--- config.mk ---
export PLATFORM = sky130hd
export DESIGN_NAME = ile_ctrl
export DESIGN_NICKNAME = d
export VERILOG_FILES = /design/src/rtl/ile_pkg.sv /design/src/rtl/ile_ctrl.sv
export SDC_FILE = /design/constraint.sdc
export NUM_CORES = 1
export LEC_CHECK = 0
export BUFFER_PORTS_ARGS = -buffer_cell sky130_fd_sc_hd__buf_2
export CORE_MARGIN = 5
export CORE_UTILIZATION = 47
export DETAILED_ROUTE_END_ITERATION = 7
export PLACE_DENSITY = 0.75
export SETUP_SLACK_MARGIN = 0.3
export SYNTH_ARGS = -nofsm -noshare
export SYNTH_HDL_FRONTEND = slang
export SYNTH_SLANG_ARGS = --single-unit
export TNS_END_PERCENT = 5
--- constraint.sdc ---
create_clock -name clock -period 2.51 [get_ports clock]
set_clock_uncertainty 0.1 [all_clocks]
set_input_delay 0.251 -clock clock [delete_from_list [all_inputs] [get_ports clock]]
set_output_delay 0.251 -clock clock [all_outputs]
set_load 0.005 [all_outputs]
--- src/rtl/ile_pkg.sv ---
package ile_pkg;

   localparam int CAPACITY = 256;
   localparam int SLOT_W   = $clog2(CAPACITY);
   localparam int CNT_W    = $clog2(CAPACITY + 1);
   localparam int MODE_W   = 3;
   localparam int POS_W    = 10;
   localparam int VAL_W    = 32;
   localparam int CMP_W    = (CNT_W > POS_W) ? CNT_W : POS_W;

   localparam logic [MODE_W-1:0] MODE_READ     = MODE_W'(0);
   localparam logic [MODE_W-1:0] MODE_INS_HEAD = MODE_W'(1);
   localparam logic [MODE_W-1:0] MODE_INS_TAIL = MODE_W'(2);
   localparam logic [MODE_W-1:0] MODE_INS_AT   = MODE_W'(3);
   localparam logic [MODE_W-1:0] MODE_DELETE   = MODE_W'(4);

   localparam logic [VAL_W-1:0] MISS_VALUE = '1;

   typedef enum logic [3:0] {
      S_IDLE,
      S_DECODE,
      S_ALLOC,
      S_WALK,
      S_INS_HEAD,
      S_INS_LINK,
      S_INS_FIX,
      S_DEL_HEAD,
      S_DEL_RD,
      S_DEL_FIX,
      S_RESP
   } ile_state_type;

   typedef enum logic [1:0] {
      OP_READ,
      OP_INS,
      OP_DEL
   } ile_op_type;

   typedef enum logic [2:0] {
      RES_NONE,
      RES_READ_HIT,
      RES_READ_MISS,
      RES_HIT,
      RES_DROP
   } ile_res_type;

   typedef struct packed {
      logic        accept;
      logic        walk_init;
      logic        alloc;
      logic        alloc_capture;
      logic        walk;
      logic        ins_head;
      logic        ins_link;
      logic        ins_fix;
      logic        del_head;
      logic        del_read;
      logic        del_fix;
      logic        resp_load;
      ile_res_type res;
   } ile_cmd_type;

   typedef struct packed {
      logic is_read;
      logic is_ins;
      logic is_del;
      logic in_range;
      logic ins_ok;
      logic full;
      logic k_zero;
      logic hops_zero;
      logic rsp_busy;
   } ile_status_type;

endpackage

--- src/rtl/ile_ctrl.sv ---
module ile_ctrl
   import ile_pkg::*;
(
   input  logic           clock,
   input  logic           reset,
   input  logic           req_valid,
   output logic           req_stall,
   input  ile_status_type st,
   output ile_cmd_type    cmd
);

   ile_state_type state_ff, state_in;
   ile_op_type    op_ff, op_in;
   ile_res_type   res_ff, res_in;

   always_ff @(posedge clock) begin
      if (reset) begin
         state_ff <= S_IDLE;
         op_ff    <= OP_READ;
         res_ff   <= RES_NONE;
      end else begin
         state_ff <= state_in;
         op_ff    <= op_in;
         res_ff   <= res_in;
      end
   end

   always_comb begin
      state_in = state_ff;
      op_in    = op_ff;
      res_in   = res_ff;
      case (state_ff)
         S_IDLE: begin
            if (req_valid) state_in = S_DECODE;
         end
         S_DECODE: begin
            res_in   = RES_NONE;
            state_in = S_RESP;
            if (st.is_read) begin
               if (st.in_range) begin
                  op_in    = OP_READ;
                  state_in = S_WALK;
               end else begin
                  res_in = RES_READ_MISS;
               end
            end else if (st.is_ins) begin
               if (st.ins_ok && st.full) begin
                  res_in = RES_DROP;
               end else if (st.ins_ok) begin
                  op_in    = OP_INS;
                  state_in = S_ALLOC;
               end
            end else if (st.is_del && st.in_range) begin
               op_in    = OP_DEL;
               state_in = S_WALK;
            end
         end
         S_ALLOC: begin
            state_in = st.k_zero ? S_INS_HEAD : S_WALK;
         end
         S_WALK: begin
            if (st.hops_zero) begin
               case (op_ff)
                  OP_READ: begin
                     res_in   = RES_READ_HIT;
                     state_in = S_RESP;
                  end
                  OP_INS:  state_in = S_INS_LINK;
                  OP_DEL:  state_in = st.k_zero ? S_DEL_HEAD : S_DEL_RD;
                  default: state_in = S_RESP;
               endcase
            end
         end
         S_INS_HEAD: begin
            res_in   = RES_HIT;
            state_in = S_RESP;
         end
         S_INS_LINK: state_in = S_INS_FIX;
         S_INS_FIX: begin
            res_in   = RES_HIT;
            state_in = S_RESP;
         end
         S_DEL_HEAD: begin
            res_in   = RES_HIT;
            state_in = S_RESP;
         end
         S_DEL_RD: state_in = S_DEL_FIX;
         S_DEL_FIX: begin
            res_in   = RES_HIT;
            state_in = S_RESP;
         end
         S_RESP: begin
            if (!st.rsp_busy) state_in = S_IDLE;
         end
         default: state_in = S_IDLE;
      endcase
   end

   always_comb begin
      cmd       = '0;
      cmd.res   = res_ff;
      req_stall = (state_ff != S_IDLE);
      case (state_ff)
         S_IDLE:     cmd.accept = req_valid;
         S_DECODE: begin
            cmd.walk_init = 1'b1;
            cmd.alloc     = st.is_ins && st.ins_ok && !st.full;
         end
         S_ALLOC:    cmd.alloc_capture = 1'b1;
         S_WALK:     cmd.walk = 1'b1;
         S_INS_HEAD: cmd.ins_head = 1'b1;
         S_INS_LINK: cmd.ins_link = 1'b1;
         S_INS_FIX:  cmd.ins_fix = 1'b1;
         S_DEL_HEAD: cmd.del_head = 1'b1;
         S_DEL_RD:   cmd.del_read = 1'b1;
         S_DEL_FIX:  cmd.del_fix = 1'b1;
         S_RESP:     cmd.resp_load = !st.rsp_busy;
         default:    cmd = '0;
      endcase
   end

endmodule

# ---- Yosys cells after proc, flatten, opt, wreduce, memory -nomap -nowiden
# Index checks and enable logic that the tools add are counted.
dict set report totals {
  regBits 9
  latch_bits 0
  mem_bits_rw 0
  rom_bits 0
  in_bits 12
  word_cells 76
  memories 0
}
dict set report op_classes {
  n_addsub 0
  mul 0
  n_div 0
  order_cmp 0
  eq_ne 19
  n_shift 0
  muxes 38
  bitwise 0
  n_reduce_logical 16
}
# cell n
set ops {}
lappend ops {{4-bit 2-to-1 mux} 10}
lappend ops {{4-bit case mux with 8 select lines} 1}
lappend ops {{3-bit 2-to-1 mux} 7}
lappend ops {{4-bit by 3-bit equality test with 1-bit output, second input constant} 4}
lappend ops {{2-bit 2-to-1 mux} 8}
lappend ops {{4-bit equality test, second input constant} 3}
lappend ops {{11-bit OR reduction} 1}
lappend ops {{1-bit 2-to-1 mux} 10}
lappend ops {{3-bit case mux with 3 select lines} 1}
lappend ops {{4-bit by 2-bit equality test with 1-bit output, second input constant} 2}
lappend ops {{2-bit != test, second input constant} 4}
lappend ops {{4-bit case mux with 2 select lines} 1}
lappend ops {{3-bit AND reduction} 2}
lappend ops {{3-bit nonzero test} 2}
lappend ops {{5-bit AND reduction} 1}
lappend ops {{4-bit by 1-bit equality test with 1-bit output, second input constant} 1}
lappend ops {{1-bit logical AND} 4}
lappend ops {{4-bit zero test} 1}
lappend ops {{4-bit nonzero test} 1}
lappend ops {{4-bit OR reduction} 1}
lappend ops {{3-bit by 2-bit != test with 1-bit output, second input constant} 1}
lappend ops {{3-bit != test, second input constant} 1}
lappend ops {{2-bit by 1-bit equality test with 1-bit output, second input constant} 1}
lappend ops {{2-bit equality test, second input constant} 1}
lappend ops {{other kinds (3)} 4}

# ---- Longest topological paths before layout
dict set report depth {
  depth_word 5
  ltp_mapped 6
  depth_no_buf 6
}

# ---- Least setup slack after synthesis
# Ideal clock, no wire load.
dict set report synth_path {
  path_type {register to output}
  from {register state_ff[2]}
  to {output port cmd[12] in the netlist's numbering}
  arrival_time_ps 1174
  slack_ps 985
  stages_incl_launch_ff 4
  path_buffers 0
  path_cell_list {dfxtp_1 > or4b_4 > inv_2 > and3_1}
}
# item line_no
set synth_lines {}
lappend synth_lines {{start, declared} ile_ctrl.sv:12} ;# ile_state_type state_ff, state_in;
lappend synth_lines {{start signal, assigned} ile_ctrl.sv:22} ;# state_ff <= state_in;
lappend synth_lines {{end, declared} ile_ctrl.sv:9} ;# output ile_cmd_type cmd

==> metrics.yaml <==
netlist_instances: 113
start_kind: "register"
clockBufferDepth: 2
cts_tree: "done"
fin_crit_ns: 2.12
ys_seq_area_share_pct: 21.9
grt_pass1_vias: 910
postLayoutCellArea_um2: 988
syn-num-nets: 129
maxSlewHeadroom_pct: 65.5
whs_ns: 0.155
rsz0062_at_grt: "false"
syn_area_um2: 822
pwr-share-clk_pct: 13.5
fillers: 177
p_int_uw: 468
postRouteAntennaNets: 0
dr.pass1.iters: 4
path_class: "register to primary output"
combPwrFrac_pct: 53.2
h-tree-depth: 1
drive_above_1_share_pct: 27.1
p_seq_share_pct: 33.3
vias: 930
grt_antenna_before_repair: 0
synthArstFlopShare_pct: 0
grt_overflow: 0
finalSetupViolations: 0
place_congestion: 0.854
dieArea_um2: 2690
die_width_um: 51.8
path_max_fanout: 17
yosysWarnings: 0
cts_made_buffers: 3
port-buffer-count: 27
synthFlopType: "dfxtp_1"
cp.required_ns: 2.16
layout.nets: 157
p_sw_share_pct: 45.6
syn_to_final_growth_pct: 20.2
grt_max_degree: 18
rows: 15
end_kind: "primary output"
grt_pass1_wl_mm: 3.80
clk_pin_slew_ns: 0.06
clock.fmax_mhz: 472
yosys_register_bits: 9
finalPower_uw: 859
finalHoldViolCount: 0
coreArea_um2: 1690
placedCellCount: 153
wirelength_mm: 2.25
status: "complete, no violations"
routed_via_density: 5.92
syn-mean-instance-area_um2: 7.27
startpoint: "state_ff[2]"
clk-insertion-delay-late_ns: 0.27
cts-root-buf: "clkbuf_4"
synth.distinct_cells: 40
antennaDiodeCount: 0
die_h_um: 51.8
min_path_type: "input pin to register"
min-delay-start: "reset"
start_util_pct: 48.7
vdd_drop_max_v: 0.000612
wl_per_cell_um: 14.3
p_leak_nw: 0.444
dp_hpwl_mm: 1.77
drc: 0
drv_slew: 0
placed_area_um2: 961
net-switching-power_uw: 392
cts_setup_buffers: 0
boundaryPins: 28
stdcell_count: 157
clock-sinks: 9
track_usage_pct: 18.7
drv_cap: 0
r2r_start: "state_ff[2]"
critPathArrivalTime_ns: 1.77
worst_pin_slew_ns: 0.516
fin_crit_sh_pct: 84.4
synth_edf_count: 0
drtIter0Drc: 18
p_per_area_nw_per_um2: 869
fin_setup_tns_ns: 0
-- placed cells by master, fill, tap and decap left out, types with 2 or more instances in the layout --
master    count
a21o_1        3
nor2_1       14
nor3b_1       2
nand2b_1      6
dfxtp_1       8
ha_1          4
nand2_1       8
a21oi_1       4
buf_2        27
a31oi_1       3
or3_1         2
nor2b_1       5
nor3_1        4
nor4b_1       2
o21ai_0       9
inv_1         6
nand3_1       2
and2_1        4
clkbuf_4      3
and3b_1       2
-- power groups by stage --
stage          Sequential, mW  Clock, mW  Combinational, mW
3_5_place_dp            0.284          0              0.455
4_1_cts                 0.281      0.120              0.459
5_1_grt                 0.295      0.129              0.515
6_report                0.286      0.116              0.457
3_3_place_gp            0.280          0              0.451
2_1_floorplan           0.216          0              0.376
-- flip-flops by register name, indices dropped and copies added, names as in the netlist --
signal and cells:
state_ff 4, res_ff 3, op_ff 2
-- logic make-up after synthesis --
family / count (synthesis) / share of synthesized area [%]
buf+inv: 11 / 5.33
flops: 9 / 21.9
compound gates: 30 / 24.7
fa+ha+maj: 4 / 6.09
simple gates: 59 / 42.0
-- path summary, 6_finish.rpt --
path                             endpoint  slack, ns  depth (start not counted)
worst max-delay path              cmd[12]       0.39                          4
worst min-delay path             op_ff[1]       0.16                          2
worst max register to register  res_ff[2]       0.72                          4
worst min register to register  res_ff[1]       0.43                          2
-- per-layer routing --
layer / global-route usage, % / routed length, µm / vias up
li1: - / - / 467
met1: 20.4 / 927 / 420
met2: 32.6 / 1110 / 41
met3: 6.59 / 203 / 2
met4: 6.99 / 8 / 0
met5: 0 / 0 / -
-- layout make-up --
cell class / count / area [µm²] / share of cell area, %
Inverter: 7 / 26.3 / 2.66
Multi-Input combinational cell: 93 / 598 / 60.5
Sequential cell: 9 / 181 / 18.4
Tap cell: 17 / 21.3 / 2.15
Clock buffer: 4 / 26.3 / 2.66
Timing Repair Buffer: 27 / 135 / 13.7
-- critical path, stage by stage (launching register included) --
cell	delay (ns)
dfxtp_1	0.47
or4b_4	0.66
inv_2	0.11
and3_1	0.15
buf_2	0.11
-- metrics by stage --
stage / utilization (%) / setup slack [ns]
floorplan: - / 0.985
global placement: 56.9 / 0.694
detailed placement: 56.9 / 0.677
CTS: 58.4 / 0.366
global route: 58.5 / 0.307
finish: 58.5 / 0.391
-- cell usage after synthesis, drive strengths merged, types with 3 or more instances --
master	n	area [µm²]
nand2	8	30.0
a21oi	4	20.0
nor3	4	20.0
a21o	3	22.5
nor4b	3	32.5
ha	4	50.1
nor2	14	52.6
dfxtp	9	180
nand2b	6	37.5
and2	5	31.3
a31oi	3	18.8
inv	7	26.3
nor2b	5	31.3
o21ai	9	45.0
-- what timing repair did --
action,CTS,global route
hold buffers,0,0
setup endpoints to repair,0,1
endpoints found under the hold margin,0,0
gates resized for setup,0,1
No activity file was read; power rests on OpenSTA's default activity.
